File: src/design/prti_pkg.sv
`timescale 1ns / 1ps

package prti_pkg;

    localparam int PRTI_VALUE_WIDTH = 16;

    localparam logic [1:0] STATUS_OK         = 2'd0;
    localparam logic [1:0] STATUS_ZERO_COEFF = 2'd1;
    localparam logic [1:0] STATUS_DIV_ZERO   = 2'd2;

    typedef struct packed {
        logic load;
        logic gcd_step;
        logic div_start_num;
        logic div_start_den;
        logic div_step;
        logic out_load;
    } prti_cmd_t;

    typedef struct packed {
        logic special;
        logic gcd_done;
        logic div_done;
    } prti_sts_t;

endpackage

File: src/design/power_rule_term_integrator.sv
`timescale 1ns / 1ps
// an accepted beat goes through the check, the binary gcd loop and two restoring divisions
// (numerator, then denominator) before the result is loaded into the output register
// zero coefficient or division by zero skip straight to the output; one term is worked on at a time
// a new beat is taken the cycle after the previous result is loaded into the output register
// aresetn is synchronous, active low; it clears the controller and the output valid

module power_rule_term_integrator
    import prti_pkg::*;
#(
    parameter int VALUE_WIDTH = PRTI_VALUE_WIDTH,
    localparam int IN_W  = ((2 * VALUE_WIDTH + 7) / 8) * 8,
    localparam int OUT_W = ((3 * VALUE_WIDTH + 1 + 7) / 8) * 8
) (
    input  logic               aclk,
    input  logic               aresetn,
    input  logic               s_tvalid,
    output logic               s_tready,
    // term_coefficient, term_exponent
    input  logic [IN_W-1:0]    s_tdata,
    output logic               m_tvalid,
    input  logic               m_tready,
    // fraction_numerator, fraction_denominator, is_negative, raised_exponent
    output logic [OUT_W-1:0]   m_tdata,
    // status
    output logic [1:0]         m_tuser
);

    prti_cmd_t cmd;
    prti_sts_t sts;

    logic [VALUE_WIDTH-1:0]        fraction_numerator, fraction_denominator;
    logic                          is_negative;
    logic signed [VALUE_WIDTH-1:0] raised_exponent;

    prti_ctrl u_ctrl (
        .aclk     (aclk),
        .aresetn  (aresetn),
        .s_tvalid (s_tvalid),
        .s_tready (s_tready),
        .m_tvalid (m_tvalid),
        .m_tready (m_tready),
        .cmd      (cmd),
        .sts      (sts)
    );

    prti_datapath #(
        .VALUE_WIDTH (VALUE_WIDTH)
    ) u_datapath (
        .aclk                 (aclk),
        .term_coefficient     (s_tdata[VALUE_WIDTH-1:0]),
        .term_exponent        (s_tdata[2*VALUE_WIDTH-1:VALUE_WIDTH]),
        .cmd                  (cmd),
        .sts                  (sts),
        .fraction_numerator   (fraction_numerator),
        .fraction_denominator (fraction_denominator),
        .is_negative          (is_negative),
        .raised_exponent      (raised_exponent),
        .status               (m_tuser)
    );

    assign m_tdata = OUT_W'({raised_exponent, is_negative,
                             fraction_denominator, fraction_numerator});

endmodule

File: src/design/prti_ctrl.sv
`timescale 1ns / 1ps

module prti_ctrl
    import prti_pkg::*;
(
    input  logic      aclk,
    input  logic      aresetn,
    input  logic      s_tvalid,
    output logic      s_tready,
    output logic      m_tvalid,
    input  logic      m_tready,
    output prti_cmd_t cmd,
    input  prti_sts_t sts
);

    typedef enum logic [2:0] {
        ST_IDLE,
        ST_CHECK,
        ST_GCD,
        ST_DIV_NUM,
        ST_DEN_START,
        ST_DIV_DEN,
        ST_FINISH
    } state_t;

    state_t state_reg;
    logic   m_tvalid_reg;

    assign s_tready = (state_reg == ST_IDLE);
    assign m_tvalid = m_tvalid_reg;

    always_comb begin
        cmd = '0;
        unique case (state_reg)
            ST_IDLE:      cmd.load = s_tvalid;
            ST_CHECK:     ;
            ST_GCD: begin
                if (sts.gcd_done) begin
                    cmd.div_start_num = 1'b1;
                end else begin
                    cmd.gcd_step = 1'b1;
                end
            end
            ST_DIV_NUM:   cmd.div_step = 1'b1;
            ST_DEN_START: cmd.div_start_den = 1'b1;
            ST_DIV_DEN:   cmd.div_step = 1'b1;
            ST_FINISH:    cmd.out_load = !m_tvalid_reg || m_tready;
            default:      ;
        endcase
    end

    always_ff @(posedge aclk) begin
        if (!aresetn) begin
            state_reg    <= ST_IDLE;
            m_tvalid_reg <= 1'b0;
        end else begin
            if (cmd.out_load) begin
                m_tvalid_reg <= 1'b1;
            end else if (m_tready) begin
                m_tvalid_reg <= 1'b0;
            end
            unique case (state_reg)
                ST_IDLE: begin
                    if (s_tvalid) begin
                        state_reg <= ST_CHECK;
                    end
                end
                ST_CHECK: begin
                    state_reg <= sts.special ? ST_FINISH : ST_GCD;
                end
                ST_GCD: begin
                    if (sts.gcd_done) begin
                        state_reg <= ST_DIV_NUM;
                    end
                end
                ST_DIV_NUM: begin
                    if (sts.div_done) begin
                        state_reg <= ST_DEN_START;
                    end
                end
                ST_DEN_START: state_reg <= ST_DIV_DEN;
                ST_DIV_DEN: begin
                    if (sts.div_done) begin
                        state_reg <= ST_FINISH;
                    end
                end
                ST_FINISH: begin
                    if (cmd.out_load) begin
                        state_reg <= ST_IDLE;
                    end
                end
                default: state_reg <= ST_IDLE;
            endcase
        end
    end

    a_accept_to_check: assert property (@(posedge aclk) disable iff (!aresetn)
        (s_tvalid && s_tready) |=> (state_reg == ST_CHECK))
        else $error("accepted beat did not start a term");

    a_out_free: assert property (@(posedge aclk) disable iff (!aresetn)
        cmd.out_load |-> (!m_tvalid_reg || m_tready))
        else $error("result register overwritten");

    a_gcd_live: assert property (@(posedge aclk) disable iff (!aresetn)
        cmd.gcd_step |-> !sts.gcd_done)
        else $error("gcd stepped after finishing");

endmodule

File: src/design/prti_datapath.sv
`timescale 1ns / 1ps

module prti_datapath
    import prti_pkg::*;
#(
    parameter int VALUE_WIDTH = PRTI_VALUE_WIDTH
) (
    input  logic                          aclk,
    input  logic signed [VALUE_WIDTH-1:0] term_coefficient,
    input  logic signed [VALUE_WIDTH-1:0] term_exponent,
    input  prti_cmd_t                     cmd,
    output prti_sts_t                     sts,
    output logic        [VALUE_WIDTH-1:0] fraction_numerator,
    output logic        [VALUE_WIDTH-1:0] fraction_denominator,
    output logic                          is_negative,
    output logic signed [VALUE_WIDTH-1:0] raised_exponent,
    output logic        [1:0]             status
);

    localparam int W     = VALUE_WIDTH;
    localparam int CNT_W = $clog2(W);
    localparam logic [CNT_W-1:0] CNT_LAST = CNT_W'(W - 1);
    localparam logic signed [W-1:0] MAX_POS = {1'b0, {(W-1){1'b1}}};

    logic [W-1:0]        a_reg, b_reg, num_src_reg, den_src_reg, g_reg;
    logic [CNT_W-1:0]    k_reg, cnt_reg;
    logic [W-1:0]        rem_reg, quo_reg, num_res_reg, den_res_reg;
    logic                div_den_reg, neg_reg;
    logic [1:0]          status_reg;
    logic signed [W-1:0] raised_reg;

    logic [W-1:0]        fraction_numerator_reg, fraction_denominator_reg;
    logic                is_negative_reg;
    logic signed [W-1:0] raised_exponent_reg;
    logic [1:0]          status_out_reg;

    logic signed [W-1:0] raised_next;
    logic [W-1:0]        mag_c, mag_r;
    logic [W-1:0]        a_next, b_next;
    logic [CNT_W-1:0]    k_next;
    logic [W:0]          div_trial, div_diff;
    logic                div_ge;
    logic [W-1:0]        rem_next, quo_next;

    always_comb begin
        raised_next = (term_exponent == MAX_POS) ? MAX_POS : term_exponent + W'(1);
        mag_c = term_coefficient[W-1] ? W'(-term_coefficient) : W'(term_coefficient);
        mag_r = raised_next[W-1] ? W'(-raised_next) : W'(raised_next);
    end

    // binary gcd, one reduction per cycle
    always_comb begin
        a_next = a_reg;
        b_next = b_reg;
        k_next = k_reg;
        priority if (!a_reg[0] && !b_reg[0]) begin
            a_next = a_reg >> 1;
            b_next = b_reg >> 1;
            k_next = k_reg + CNT_W'(1);
        end else if (!a_reg[0]) begin
            a_next = a_reg >> 1;
        end else if (!b_reg[0]) begin
            b_next = b_reg >> 1;
        end else if (a_reg >= b_reg) begin
            a_next = (a_reg - b_reg) >> 1;
        end else begin
            b_next = (b_reg - a_reg) >> 1;
        end
    end

    // restoring division, one quotient bit per cycle
    always_comb begin
        div_trial = {rem_reg, quo_reg[W-1]};
        div_diff  = div_trial - {1'b0, g_reg};
        div_ge    = div_trial >= {1'b0, g_reg};
        rem_next  = div_ge ? div_diff[W-1:0] : div_trial[W-1:0];
        quo_next  = {quo_reg[W-2:0], div_ge};
    end

    assign sts.special  = (status_reg != STATUS_OK);
    assign sts.gcd_done = (a_reg == '0) || (b_reg == '0);
    assign sts.div_done = (cnt_reg == CNT_LAST);

    always_ff @(posedge aclk) begin
        if (cmd.load) begin
            a_reg       <= mag_c;
            b_reg       <= mag_r;
            k_reg       <= '0;
            num_src_reg <= mag_c;
            den_src_reg <= mag_r;
            raised_reg  <= raised_next;
            neg_reg     <= term_coefficient[W-1] ^ raised_next[W-1];
            if (term_coefficient == '0) begin
                status_reg <= STATUS_ZERO_COEFF;
            end else if (raised_next == '0) begin
                status_reg <= STATUS_DIV_ZERO;
            end else begin
                status_reg <= STATUS_OK;
            end
        end
        if (cmd.gcd_step) begin
            a_reg <= a_next;
            b_reg <= b_next;
            k_reg <= k_next;
        end
        if (cmd.div_start_num || cmd.div_start_den) begin
            rem_reg     <= '0;
            cnt_reg     <= '0;
            div_den_reg <= cmd.div_start_den;
            quo_reg     <= cmd.div_start_den ? den_src_reg : num_src_reg;
        end
        if (cmd.div_start_num) begin
            g_reg <= (a_reg | b_reg) << k_reg;
        end
        if (cmd.div_step) begin
            rem_reg <= rem_next;
            quo_reg <= quo_next;
            cnt_reg <= cnt_reg + CNT_W'(1);
            if (sts.div_done) begin
                if (div_den_reg) begin
                    den_res_reg <= quo_next;
                end else begin
                    num_res_reg <= quo_next;
                end
            end
        end
        if (cmd.out_load) begin
            raised_exponent_reg <= raised_reg;
            status_out_reg      <= status_reg;
            unique case (status_reg)
                STATUS_OK: begin
                    fraction_numerator_reg   <= num_res_reg;
                    fraction_denominator_reg <= den_res_reg;
                    is_negative_reg          <= neg_reg;
                end
                STATUS_ZERO_COEFF: begin
                    fraction_numerator_reg   <= '0;
                    fraction_denominator_reg <= W'(1);
                    is_negative_reg          <= 1'b0;
                end
                default: begin
                    fraction_numerator_reg   <= '0;
                    fraction_denominator_reg <= '0;
                    is_negative_reg          <= 1'b0;
                end
            endcase
        end
    end

    assign fraction_numerator   = fraction_numerator_reg;
    assign fraction_denominator = fraction_denominator_reg;
    assign is_negative          = is_negative_reg;
    assign raised_exponent      = raised_exponent_reg;
    assign status               = status_out_reg;

endmodule
File: config.mk
export PLATFORM = sky130hd
export DESIGN_NAME = power_rule_term_integrator
export DESIGN_NICKNAME = d
export VERILOG_FILES = /design/src/design/prti_pkg.sv /design/src/design/power_rule_term_integrator.sv /design/src/design/prti_ctrl.sv /design/src/design/prti_datapath.sv
export SDC_FILE = /design/constraint.sdc
export NUM_CORES = 1
export LEC_CHECK = 0
export ABC_AREA = 1
export BUFFER_PORTS_ARGS = -buffer_cell sky130_fd_sc_hd__clkbuf_2
export CAP_MARGIN = 10
export CORE_AREA = 2 2 160 162
export DETAILED_ROUTE_END_ITERATION = 8
export DIE_AREA = 0 0 162 164
export GPL_TIMING_DRIVEN = 1
export PLACE_DENSITY = 0.75
export SLEW_MARGIN = 20
export SYNTH_ARGS = -nofsm -noshare
export SYNTH_HDL_FRONTEND = slang
export SYNTH_SLANG_ARGS = --single-unit
export TNS_END_PERCENT = 50
File: constraint.sdc
create_clock -name aclk -period 3 [get_ports aclk]
set_input_delay 0.45 -clock aclk [delete_from_list [all_inputs] [get_ports aclk]]
set_output_delay 0.45 -clock aclk [all_outputs]
set_load 0.02 [all_outputs]
# Yosys cells after proc, flatten, opt, wreduce, memory -nomap -nowiden
# Cells that the tools add are included.
word_totals:
  input_bits: 36
  elab_cells: 126
  reg_bits: 227
classes:
  order_cmp: 2
  reduce_logical: 25
  mux: 44
  eq_ne: 19
  n_addsub: 8
  shifts: 1
  bitwise_logic: 3
op_table:
  columns: ["cell", "n"]
  rows:
  - ["16-bit 2-to-1 mux", 21]
  - ["16-bit zero test", 4]
  - ["16-bit subtractor", 3]
  - ["16-bit negation", 2]
  - ["16-bit one-hot mux with 2 select lines", 1]
  - ["3-bit one-hot mux with 7 select lines", 1]
  - ["4-bit 2-to-1 mux", 5]
  - ["3-bit 2-to-1 mux", 6]
  - ["17-bit by 16-bit greater-or-equal comparator with 1-bit output", 1]
  - ["16-bit by 2-bit adder with 16-bit output, second input constant", 1]
  - ["16-bit == test, second input constant", 1]
  - ["16-bit greater-or-equal comparator", 1]
  - ["16-bit bitwise OR", 1]
  - ["16-bit by 4-bit << shifter with 16-bit output", 1]
  - ["4-bit != test, second input constant", 3]
  - ["3-bit AND reduction", 4]
  - ["2-bit != test, second input constant", 5]
  - ["3-bit == test, second input constant", 3]
  - ["4-bit by 1-bit adder with 4-bit output, second input constant", 2]
  - ["1-bit 2-to-1 mux", 8]
  - ["2-bit nonzero test", 4]
  - ["3-bit by 2-bit == test with 1-bit output, second input constant", 2]
  - ["5-bit AND reduction", 1]
  - ["4-bit == test, second input constant", 1]
  - ["other kinds (14)", 20]

# Depth between registers and ports, before layout
# Gate-level depths: netlist of run 1.
depth:
  ltp_word: 7
  depth_mapped: 16
  mapped_depth_nobuf: 16

# By module
# A second synthesis of run 1 with hierarchy kept.
unflattened:
  cells_unflattened: 1555
  hier_area_um2: 13472.9
by_module_without_submodules:
  columns: ["mod", "cells_per_inst", "instances", "area_each_um2", "seq_area_each_um2"]
  rows:
  - ["prti_datapath", 1490, 1, 13045.0, 6666.4]
  - ["prti_ctrl", 56, 1, 364.1, 80.1]
  - ["power_rule_term_integrator", 9, 1, 63.8, 0.0]

# Worst setup path before layout of run 1
# OpenSTA, ideal clock, no wires.
synth_path:
  path_kind: "flip-flop to flip-flop"
  start: "register u_ctrl.state_reg[1]"
  end: "register u_datapath.fraction_denominator_reg[0] (netlist: u_datapath.fraction_denominator[0]), enable pin"
  t_arrival_ns: 2.782
  synth_period_minus_slack_ns: 3.242
  path_slack_ns: -0.242
  stages_incl_launch_ff: 5
  setup_time_ns: 0.460
  n_path_buf: 0
  t_required_ns: 2.540
  path_cell_list: "dfxtp_1 -> nand2_1 -> nor2_1 -> inv_1 -> nor2_1"
synth_rtl:
  columns: ["item", "line_no", "text"]
  rows:
  - ["start: declaration", "prti_ctrl.sv:26", "state_t state_reg;"]
  - ["start signal: assignment", "prti_ctrl.sv:69", "state_reg <= sts.special ? ST_FINISH : ST_GCD;"]
  - ["end signal: assignment", "prti_datapath.sv:133", "fraction_denominator_reg <= den_res_reg;"]
  - ["end: declaration", "prti_datapath.sv:32", "logic [W-1:0] fraction_numerator_reg, fraction_denominator_reg;"]

# Worst setup path in the final report of run 1
layout_path:
  start: "register u_datapath.a_reg[14]"
  end: "register u_datapath.b_reg[4], enable pin"
layout_between:
  elab_chain_len: 6
  word_cells_on_any_way: 9
  classes_between: "order compare: 1; eq/ne: 2; mux: 2; reduce/logical: 4"
layout_rtl:
  columns: ["item", "line_no", "text"]
  rows:
  - ["start: declaration", "prti_datapath.sv:25", "logic [W-1:0] a_reg, b_reg, num_src_reg, den_src_reg, g_reg;"]
  - ["start signal: assignment", "prti_datapath.sv:86", "a_reg <= mag_c;"]
  - ["start signal: assignment", "prti_datapath.sv:102", "a_reg <= a_next;"]
  - ["branches (longest 5 deep; another with 16-bit greater-or-equal comparator)", null, null]
  - ["3-bit AND reduction (no line) *", null, null]
  - ["end signal: assignment", "prti_datapath.sv:87", "b_reg <= mag_r;"]
  - ["end signal: assignment", "prti_datapath.sv:103", "b_reg <= b_next;"]
  - ["end: declaration", "prti_datapath.sv:25", null]
# Mark *: on every way between the ends.
# A chain may end at the register's enable or synchronous reset.

==> results of run 1 <==
[power groups by stage]
stage | Sequential (mW) | Clock [mW] | Combinational (mW)
2_1_floorplan | 4.90 | 0 | 4.68
3_5_place_dp | 5.03 | 0 | 6.80
3_3_place_gp | 5.01 | 0 | 6.79
4_1_cts | 4.98 | 2.76 | 6.85
5_1_grt | 5.06 | 2.87 | 7.74
6_report | 5.00 | 2.72 | 7.00
[synth_stat cells (all sizes together), types with 4 or more instances]
master,number,area share (%)
o211ai,8,0.45
xnor2,16,1.0
nor4,11,0.51
ha,68,6.3
inv,232,6.5
edfxtp,222,49
clkbuf,26,0.72
buf,18,1.0
or2,5,0.23
nand4,17,0.90
nand2,337,9.6
nand3b,7,0.39
a21oi,61,2.3
dfxtp,4,0.59
a21o,7,0.39
xor2,38,2.5
nand3,91,3.5
o21ai,120,4.6
nor2,219,6.5
nor3,20,0.90
[per-layer routing]
| metal | routed length, um | part of all wire (%) | vias up |
|---|---|---|---|
| met1 | 14300 | 43 | 4961 |
| met2 | 15300 | 46 | 491 |
| li1 | - | - | 5301 |
| met5 | 11 | 0.033 | - |
| met4 | 1120 | 3.4 | 2 |
| met3 | 2620 | 7.9 | 84 |
[cell families after synthesis]
family | Yosys count | share of synthesized area (%)
simple gates | 712 | 22.8
fa+ha+maj | 71 | 6.75
flops | 226 | 50.0
other cells | 1 | 0.0278
xor+xnor | 54 | 3.51
mux | 1 | 0.0742
buf+inv | 277 | 8.28
compound gates | 212 | 8.54
[path summary, 6_finish.rpt]
check	depth (start not counted)	slack (ns)	to
worst min register to register	0	0.42	u_datapath.raised_exponent[7]
worst max register to register	10	0.15	u_datapath.b_reg[4]
worst max-delay path	10	0.15	u_datapath.b_reg[4]
worst min-delay path	1	0.21	u_datapath.num_src_reg[0]
[area by class of cell]
cell class	instances	area, um2
multi-input combinational	1057	5670
clock buffer	27	548
tap	330	413
clock inverter	11	143
inverter	233	880
fill	2124	9750
sequential	226	6750
timing repair buffer	117	671
[worst max-delay path, stage by stage (launching register included)]
cell and delay [ns]:
sky130_fd_sc_hd__edfxtp_1 0.43, sky130_fd_sc_hd__inv_1 0.12, sky130_fd_sc_hd__ha_1 0.43, sky130_fd_sc_hd__inv_1 0.18, sky130_fd_sc_hd__nand3_1 0.18, sky130_fd_sc_hd__nor2_1 0.06, sky130_fd_sc_hd__nor2_1 0.18, sky130_fd_sc_hd__nand3_2 0.20
sky130_fd_sc_hd__nand3_1 0.15, sky130_fd_sc_hd__nand2_1 0.06, sky130_fd_sc_hd__inv_1 0.48
[through the flow]
| stage | utilization [%] | power [mW] | hold WS (ns) | instances |
|---|---|---|---|---|
| 5_1_grt | 60.7 | 15.7 | 0.203 | 2001 |
| 3_5_place_dp | 58.0 | 11.8 | 0.407 | 1963 |
| 4_1_cts | 60.7 | 14.6 | 0.201 | 2001 |
| 2_1_floorplan | - | 9.58 | 0.400 | 1560 |
| 3_3_place_gp | 58.0 | 11.8 | 0.405 | 1963 |
| 6_report | 60.7 | 14.7 | 0.212 | 2001 |
==> summary.md, run 1 <==
| Metric | Value |
|---|---|
| Result of the run | finished, final reports clean |
| Insertion delay of the later-clocked pin in the worst-skew pair | ~0.51 ns |
| Maxcap violations | 0 |
| Endpoint class of the critical path | flop |
| Placed cell areas | ~14000 um2 |
| Critical Path Fanout Max | 15 |
| Detailed placer's ending HPWL | ~26000 um |
| Ratio of final minimum period to clock period | between 90% and 100% |
| Fraction of synthesis flops using an asynchronous set or reset pin | 0% |
| Synth Register Bits | between 200 and 250 |
| Total power density per cell area | 977 nW/um2 |
| Maximum buffer depth of the clock tree | 3 |
| Ports | 96 |
| Area inside the core boundary | 24800 um2 |
| Count of nets left with antenna violations after detail routing | 0 |
| GRT met2 Usage | 41.3% |
| Initial DRT Pass Iterations | 6 |
| Standard-cell row count | between 50 and 60 |
| Detailed-route DRC error count | 0 |
| Pin count of the biggest net entering global routing | 52 |
| Portion of the post-synthesis area used by sequential elements | 50.0% |
| Clock-pin slew on the worst setup and hold paths | approximately 0.070 ns |
| Area of the mapped netlist | ~13000 um2 |
| Switching component of the power | between 6 and 7 mW |
| Kind of start point of the critical path | flop |
| Peak clock frequency supported by timing | between 300 and 400 MHz |
| Fraction of power spent switching nets | between 40% and 50% |
| Portion of total power attributed to sequential cells | 33.9% |
| Height of the chip | roughly 160 um |
| Clock tree from TritonCTS | done |
| Detailed-route vias per instance | 5.42 |
| Start-to-end type of the worst setup path | flop to flop |
| Worst Hold Class | input port to flop |
| Number of hold-repair buffers added at the cts stage | 0 |
| Reported leakage power | approximately 6.7 nW |
| GP Congestion | 0.967 |
| Worst voltage drop across the vdd grid | 0.526 mV |
| Minimum period implied by the final worst setup slack | around 2.8 ns |
| Final routed wire length divided by cell count | between 15 and 20 um |
| Post-cts sizing count | 0 |
| DR iter-0 viols | around 1300 |
| Critical path origin | u_datapath.a_reg[14] |
| Die ar. | ~27000 um2 |
| Vias in the first global route | 10100 |
| Final net count | 1763 |
| Die boundary width | between 150 and 200 um |
| Slew @ Worst Pin | 0.702 ns |
| Total CTS buffers | 21 |
| Final setup slack of the worst path | roughly 0.15 ns |
| Number of clock sinks | about 230 |
| Worst hold path startpoint | s_tdata[0] |
| Setup skew after layout | between 0.02 and 0.025 ns |
| Count of final max-slew check failures | 0 |
| Fin area | ~15000 um2 |
| Post-CTS setup-driven buffer insertion count | 0 |
| Met3 global-route usage | under 10% |
| Final setup TNS | 0 ns |
| Final wirelength | roughly 33000 um |
| Area Growth Syn to Fin | 11.7% |
| Number of buffers added on ports | 88 |
| Final setup violation count | 0 |
| Total grt overflow | 0 |
| Synth cell types | 53 |
| Most common cell after layout, fill and taps aside | sky130_fd_sc_hd__nand2_1 |
| Average cell area after synthesis | a little under 9 um2 |
| Library cell used as clock root buffer | sky130_fd_sc_hd__clkbuf_16 |
| Max transition margin | between 50% and 60% |
| Cell-internal power | ~8.3 mW |
| GRT met1 Usage | a little over a third |
| Setup repair after global routing missed its margin | false |
| FF-to-FF Start | u_datapath.a_reg[14] |
| Commonest cells after routing, fill and taps aside | 329 x sky130_fd_sc_hd__nand2_1, 226 x sky130_fd_sc_hd__inv_1, 222 x sky130_fd_sc_hd__edfxtp_1 |
| Antenna violations before repair | 1 |
| CTS HTree Levels | 1 |
| Data arrival time of the critical path | just under 3 ns |
| Global-route usage over all layers | 25.5% |
| Initial standard-cell utilization of the core | around 54% |
| Global routing's busiest layer | met2 |
| Setup Slack @ Placement | ~0.22 ns |
| Total via count in the routed design | 10800 |
| Worst endpoint required time | between 3 and 4 ns |
| Number of flops mapped to enable cells by yosys | ~220 |
| Yosys warning total | 0 |
| Combinational Power Share | 47.6% |
| Final-report hold violation count | 0 |
| Clock power share | a little under a fifth |
| Gate count of the mapped netlist | about 1600 |
| Global-route wire length before repair | between 50000 and 60000 um |
| Share of cells above drive strength 1 | between 10% and 20% |
| Antenna Cells | 0 |
| Leading register cell type out of synthesis | sky130_fd_sc_hd__edfxtp_1 |
(Power assumes the default switching activity.)
==> inputs of run 2 (changes only) <==
==> constraint.sdc (replaced) <==
create_clock -name aclk -period 2.6 [get_ports aclk]
set_input_delay 0.39 -clock aclk [delete_from_list [all_inputs] [get_ports aclk]]
set_output_delay 0.39 -clock aclk [all_outputs]
set_load 0.02 [all_outputs]
==> summary.md, run 2 (synthesis results as in run 1) <==
| Metric | Value |
|---|---|
| Share of cells above drive strength 1 | about a fifth |
| Global routing's busiest layer | met2 |
| Die ar. | between 20000 and 30000 um2 |
| Initial DRT Pass Iterations | 7 |
| Kind of start point of the critical path | flop |
| Height of the chip | around 160 um |
| Core utilization of the finished layout | approximately 66% |
| WHS | 0.110 ns |
| Final cell count without fillers | 2118 |
| Initial standard-cell utilization of the core | between 50 and 60% |
| Final setup violation count | 0 |
| Final-report hold violation count | 0 |
| Result of the run | finished, final reports clean |
| Fraction of power spent switching nets | a little over two fifths |
| Count of nets left with antenna violations after detail routing | 0 |
| Max transition margin | a little under three fifths |
| Clock tree from TritonCTS | done |
| GRT met1 Usage | about a third |
| Maxcap violations | 0 |
| Reported leakage power | 7.33 nW |
| Commonest cells after routing, fill and taps aside | 327 x sky130_fd_sc_hd__nand2_1, 222 x sky130_fd_sc_hd__edfxtp_1, 221 x sky130_fd_sc_hd__inv_1 |
| Combinational Power Share | between 50 and 60% |
| Setup skew after layout | about 0.016 ns |
| Worst voltage drop across the vdd grid | 0.864 mV |
| Switching component of the power | a little over 8 mW |
| Detailed-route vias per instance | roughly 5.3 |
| Detailed-route DRC error count | 0 |
| Standard-cell row count | just under 60 |
| Number of clock sinks | 226 |
| Total via count in the routed design | approximately 11000 |
| Data arrival time of the critical path | 2.90 ns |
| Global-route wire length before repair | approximately 55000 um |
| Final setup slack of the worst path | 0.0706 ns |
| Total grt overflow | 0 |
| GP Congestion | 0.982 |
| Maximum buffer depth of the clock tree | 3 |
| Critical Path Fanout Max | 3 |
| Total CTS buffers | 23 |
| Minimum period implied by the final worst setup slack | around 2.5 ns |
| Slew @ Worst Pin | roughly 0.64 ns |
| Cell-internal power | 11.1 mW |
| Detailed placer's ending HPWL | roughly 27000 um |
| Most common cell after layout, fill and taps aside | sky130_fd_sc_hd__nand2_1 |
| Area inside the core boundary | between 20000 and 25000 um2 |
| Area Growth Syn to Fin | 20.6% |
| Total power density per cell area | around 1200 nW/um2 |
| Final net count | ~1900 |
| Global-route usage over all layers | around a quarter |
| Peak clock frequency supported by timing | 395 MHz |
| Insertion delay of the later-clocked pin in the worst-skew pair | 0.53 ns |
| Final setup TNS | 0 ns |
| GRT met2 Usage | a little over two fifths |
| Count of final max-slew check failures | 0 |
| Fin area | ~16000 um2 |
| Setup Slack @ Placement | -0.251 ns |
| Area of the multi-input gates | between 5000 and 6000 um2 |
| Start-to-end type of the worst setup path | flop to flop |
| Setup slack of the worst register-to-register path | 0.07 ns |
| Endpoint class of the critical path | flop |
| Worst Hold Class | input port to flop |
| Number of buffers added on ports | 88 |
| Portion of total power attributed to sequential cells | between 20% and 30% |
| Antenna violations before repair | 0 |
| Die boundary width | ~160 um |
| Fill count | roughly 2000 |
| Instance count after placement with tap cells included | 2068 |
| Vias in the first global route | 10700 |
| Final wirelength | 35000 um |
| Overall power | between 15 and 20 mW |
| Antenna Cells | 0 |
| Library cell used as clock root buffer | sky130_fd_sc_hd__clkbuf_16 |
| Worst endpoint required time | 2.97 ns |
| DR iter-0 viols | just under 1000 |
| Clock-pin slew on the worst setup and hold paths | 0.07 ns |
| Pin count of the biggest net entering global routing | 52 |
| Ratio of final minimum period to clock period | between 90% and 100% |
| Number of hold-repair buffers added at the cts stage | 0 |
| CTS HTree Levels | 1 |
| Placed cell areas | approximately 15000 um2 |
| Met3 global-route usage | approximately 6.0% |
| Final routed wire length divided by cell count | 16.5 um |
| Clock power share | between 15 and 20% |
| Ports | 96 |
| FF/Latch Area | 6750 um2 |
[run 2: routing by layer]
layer | wire length, um | part of all wire (%)
met4 | 1170 | 3.3
met3 | 3000 | 8.6
met5 | 0 | 0
met1 | 14800 | 42
met2 | 16000 | 46
[run 2: final timing paths]
check                            from                             to  cells past startpoint
max               u_datapath.a_reg[7]            u_datapath.b_reg[6]                     15
min                        s_tdata[0]      u_datapath.num_src_reg[0]                      1
max reg2reg       u_datapath.a_reg[7]            u_datapath.b_reg[6]                     15
min reg2reg  u_datapath.raised_reg[5]  u_datapath.raised_exponent[5]                      0
[run 2: final cells by class]
class	instances	area share [%]
tap	330	2.54
inverter	233	5.44
timing repair buffer	230	9.82
sequential	226	41.5
clock buffer	26	3.61
clock inverter	16	1.06
multi-input combinational	1057	36.0
[run 2: power groups by stage]
stage               combinational, mW  clock (mW)  sequential, mW
floorplan                        5.40           0            5.66
global placement                 9.41           0            5.62
detailed placement               9.46           0            5.67
CTS                              9.57        3.33            5.60
global route                     11.3        3.47            5.69
finish                           10.4        3.29            5.61
[run 2: critical path, cell delays in order (launching register included)]
cell	delay, ns
sky130_fd_sc_hd__edfxtp_1	0.39
sky130_fd_sc_hd__inv_2	0.07
sky130_fd_sc_hd__ha_1	0.32
sky130_fd_sc_hd__inv_1	0.08
sky130_fd_sc_hd__a21o_1	0.17
sky130_fd_sc_hd__a21oi_1	0.11
sky130_fd_sc_hd__nand2_1	0.10
sky130_fd_sc_hd__nand2_1	0.09
sky130_fd_sc_hd__nand3_2	0.13
sky130_fd_sc_hd__buf_6	0.16
sky130_fd_sc_hd__nor2_4	0.23
sky130_fd_sc_hd__buf_4	0.17
sky130_fd_sc_hd__nand2_1	0.04
sky130_fd_sc_hd__o21ai_0	0.08
sky130_fd_sc_hd__nand2_1	0.11
sky130_fd_sc_hd__o21ai_1	0.12
[run 2: repair_timing]
item,CTS,global route
pin swaps,0,7
endpoints found under the setup margin,27,60
gates resized for setup,5,47
gates cloned,0,1
setup buffers,0,7
==> inputs of run 3 (changes only) <==
--- a/config.mk
+++ b/config.mk
@@ -16,5 +16,6 @@
 export SLEW_MARGIN = 20
 export SYNTH_ARGS = -nofsm -noshare
 export SYNTH_HDL_FRONTEND = slang
+export SYNTH_HIERARCHICAL = 1
 export SYNTH_SLANG_ARGS = --single-unit
 export TNS_END_PERCENT = 50
==> summary.md, run 3 <==
| Metric | Value |
|---|---|
| Final wirelength | around 35000 um |
| Vias in the first global route | between 10000 and 15000 |
| Area inside the core boundary | between 20000 and 25000 um2 |
| Portion of total power attributed to sequential cells | a little under a third |
| Minimum period implied by the final worst setup slack | ~2.6 ns |
| Result of the run | finished, final reports clean |
| Instance count after placement with tap cells included | 2056 |
| Total grt overflow | 0 |
| Total via count in the routed design | 11200 |
| CTS HTree Levels | 1 |
| Setup Slack @ Placement | -0.0383 ns |
| Total power density per cell area | 1160 nW/um2 |
| Area Growth Syn to Fin | 21.3% |
| Setup skew after layout | about 0.012 ns |
| Most common cell after layout, fill and taps aside | sky130_fd_sc_hd__nand2_1 |
| Kind of start point of the critical path | flop |
| Slew @ Worst Pin | around 0.68 ns |
| Number of clock sinks | around 230 |
| Pin count of the biggest net entering global routing | 52 |
| Critical Path Fanout Max | 7 |
| Number of flops mapped to enable cells by yosys | roughly 220 |
| Insertion delay of the later-clocked pin in the worst-skew pair | 0.53 ns |
| Final cell count without fillers | approximately 2100 |
| Overall power | ~19 mW |
| Standard-cell row count | 58 |
| Setup repair after global routing missed its margin | true |
| Detailed-route vias per instance | approximately 5.3 |
| GP Congestion | 0.992 |
| Final setup TNS | 0 ns |
| Data arrival time of the critical path | between 2 and 3 ns |
| Fin area | around 16000 um2 |
| Synth Register Bits | roughly 230 |
| Number of buffers added on ports | 88 |
| Cell with the most instances after synthesis | sky130_fd_sc_hd__nand2_1 |
| Number of hold-repair buffers added at the cts stage | 0 |
| Count of final max-slew check failures | 0 |
| Fraction of synthesis flops using an asynchronous set or reset pin | 0% |
| Library cell used as clock root buffer | sky130_fd_sc_hd__clkbuf_16 |
| Final routed wire length divided by cell count | 16.6 um |
| Ports | 96 |
| Fill count | a little over 2000 |
| Worst endpoint required time | about 2.8 ns |
| Count of nets left with antenna violations after detail routing | 0 |
| Endpoint class of the critical path | flop |
| Synth cell types | 47 |
| Die ar. | roughly 27000 um2 |
| WHS | roughly 0.08 ns |
| Combinational Power Share | a little over half |
| Total CTS buffers | 24 |
| Portion of the post-synthesis area used by sequential elements | roughly 50% |
| Clock tree from TritonCTS | done |
| Reported leakage power | between 7 and 8 nW |
| Average cell area after synthesis | around 8.7 um2 |
| Antenna violations before repair | 0 |
| Placed cell areas | roughly 15000 um2 |
| Global-route wire length before repair | between 50000 and 60000 um |
| Gate count of the mapped netlist | roughly 1600 |
| Die boundary width | ~160 um |
| Ranking of synthesized cells by area | sky130_fd_sc_hd__edfxtp_1 49%, sky130_fd_sc_hd__nand2_1 8.6%, sky130_fd_sc_hd__ha_1 6.4% |
| Final net count | between 1500 and 2000 |
| Leading area contributor after synthesis | sky130_fd_sc_hd__edfxtp_1 |
| Detailed-route DRC error count | 0 |
| Detailed placer's ending HPWL | about 27000 um |
| Area share of the largest cell type after synthesis | about half |
| Clock power share | ~18% |
| Commonest cells after routing, fill and taps aside | 303 x sky130_fd_sc_hd__nand2_1, 222 x sky130_fd_sc_hd__edfxtp_1, 214 x sky130_fd_sc_hd__inv_1 |
| Global-route usage over all layers | roughly a quarter |
| Peak clock frequency supported by timing | between 300 and 400 MHz |
| Switching component of the power | between 7 and 8 mW |
| Max transition margin | between 50% and 60% |
| Yosys warning total | 6 |
| Worst Hold Class | input port to flop |
| Post-synth top cells | 308 x sky130_fd_sc_hd__nand2_1, 228 x sky130_fd_sc_hd__inv_1, 222 x sky130_fd_sc_hd__edfxtp_1 |
| Area of the mapped netlist | between 10000 and 15000 um2 |
| Leading register cell type out of synthesis | sky130_fd_sc_hd__edfxtp_1 |
| Final-report hold violation count | 0 |
| Final setup slack of the worst path | between 0.02 and 0.025 ns |
| Height of the chip | ~160 um |
| Core utilization of the finished layout | between 60% and 70% |
| Initial standard-cell utilization of the core | 54.3% |
| Cell-internal power | between 10 and 15 mW |
| Setup slack of the worst register-to-register path | around 0.025 ns |
| Final setup violation count | 0 |
| Start-to-end type of the worst setup path | flop to flop |
| DR iter-0 viols | just under 1000 |
| Clock-pin slew on the worst setup and hold paths | around 0.070 ns |
| Ratio of final minimum period to clock period | 99.0% |
| Maximum buffer depth of the clock tree | 3 |
| Fraction of power spent switching nets | between 40% and 50% |
| Share of cells above drive strength 1 | a little over a fifth |
| Worst voltage drop across the vdd grid | around 0.72 mV |
| Maxcap violations | 0 |
| Initial DRT Pass Iterations | 6 |
run 3: changes by cell type in the layout (fill, tap and decap cells not counted), sizes merged, moves of 7 or more:
cell and change:
xor2 +7, o22ai +7, nand4 +7, nor2 -8, a21oi +36, nand2 -15, o21ai -15, nand3 -7
run 3: path summary, 6_finish.rpt:
path,start,end,cells past startpoint
hold / removal,s_tdata[0],u_datapath/num_src_reg[0],1
setup reg to reg,u_datapath/b_reg[11],u_datapath/a_reg[15],12
hold reg to reg,u_datapath/raised_reg[15],u_datapath/raised_exponent[15],0
setup / recovery,u_datapath/b_reg[11],u_datapath/a_reg[15],12
run 3: layer usage:
layer | vias up | GRT usage (%) | share of wire, %
met5 | - | 0 | 0
met4 | 0 | 9.41 | 3.8
met3 | 83 | 2.93 | 6.3
met2 | 381 | 45.8 | 49
met1 | 5245 | 34.4 | 41
li1 | 5531 | - | -
run 3: cells by family after synthesis:
family | Yosys count | share of synthesized area [%]
AO/OA/AOI/OAI | 231 | 9.12
XOR/XNOR | 55 | 3.69
adder cells (fa/ha/maj) | 72 | 6.85
buffers and inverters | 293 | 8.61
flip-flops | 226 | 50.1
other | 1 | 0.0278
AND/OR/NAND/NOR | 677 | 21.6
run 3: critical path, cell delays in order (launching register included):
cell and delay [ns]:
sky130_fd_sc_hd__edfxtp_1 0.45, sky130_fd_sc_hd__inv_1 0.11, sky130_fd_sc_hd__nand4_1 0.18, sky130_fd_sc_hd__o41ai_2 0.37, sky130_fd_sc_hd__buf_4 0.19, sky130_fd_sc_hd__inv_4 0.03, sky130_fd_sc_hd__nand3_2 0.08, sky130_fd_sc_hd__inv_2 0.05
sky130_fd_sc_hd__inv_2 0.07, sky130_fd_sc_hd__nor2_4 0.05, sky130_fd_sc_hd__buf_6 0.11, sky130_fd_sc_hd__a211oi_4 0.37, sky130_fd_sc_hd__clkbuf_16 0.23
run 3: power groups by stage:
stage               clock (mW)  sequential (mW)  combinational, mW
detailed placement           0             5.74               8.90
global placement             0             5.71               8.83
finish                    3.41             5.69               9.84
global route              3.61             5.76               10.8
floorplan                    0             5.68               5.49
CTS                       3.46             5.68               8.97
run 3: repair_timing:
item / CTS / global route
cloned: 0 / 1
buffers inserted: 0 / 15
pin swaps: 0 / 10
endpoints found under the setup margin: 15 / 68
gates resized for setup: 1 / 70
run 3: area by class of cell:
cell class / instances / area [um2] / share of cell area (%)
Sequential cell: 226 / 6750 / 41.3
Antenna cell: 1 / 2.50 / 0.0153
Timing Repair Buffer: 233 / 1600 / 9.79
Clock inverter: 18 / 186 / 1.14
Clock buffer: 26 / 608 / 3.72
Multi-Input combinational cell: 1042 / 5860 / 35.9
Tap cell: 330 / 413 / 2.53
Inverter: 241 / 927 / 5.67
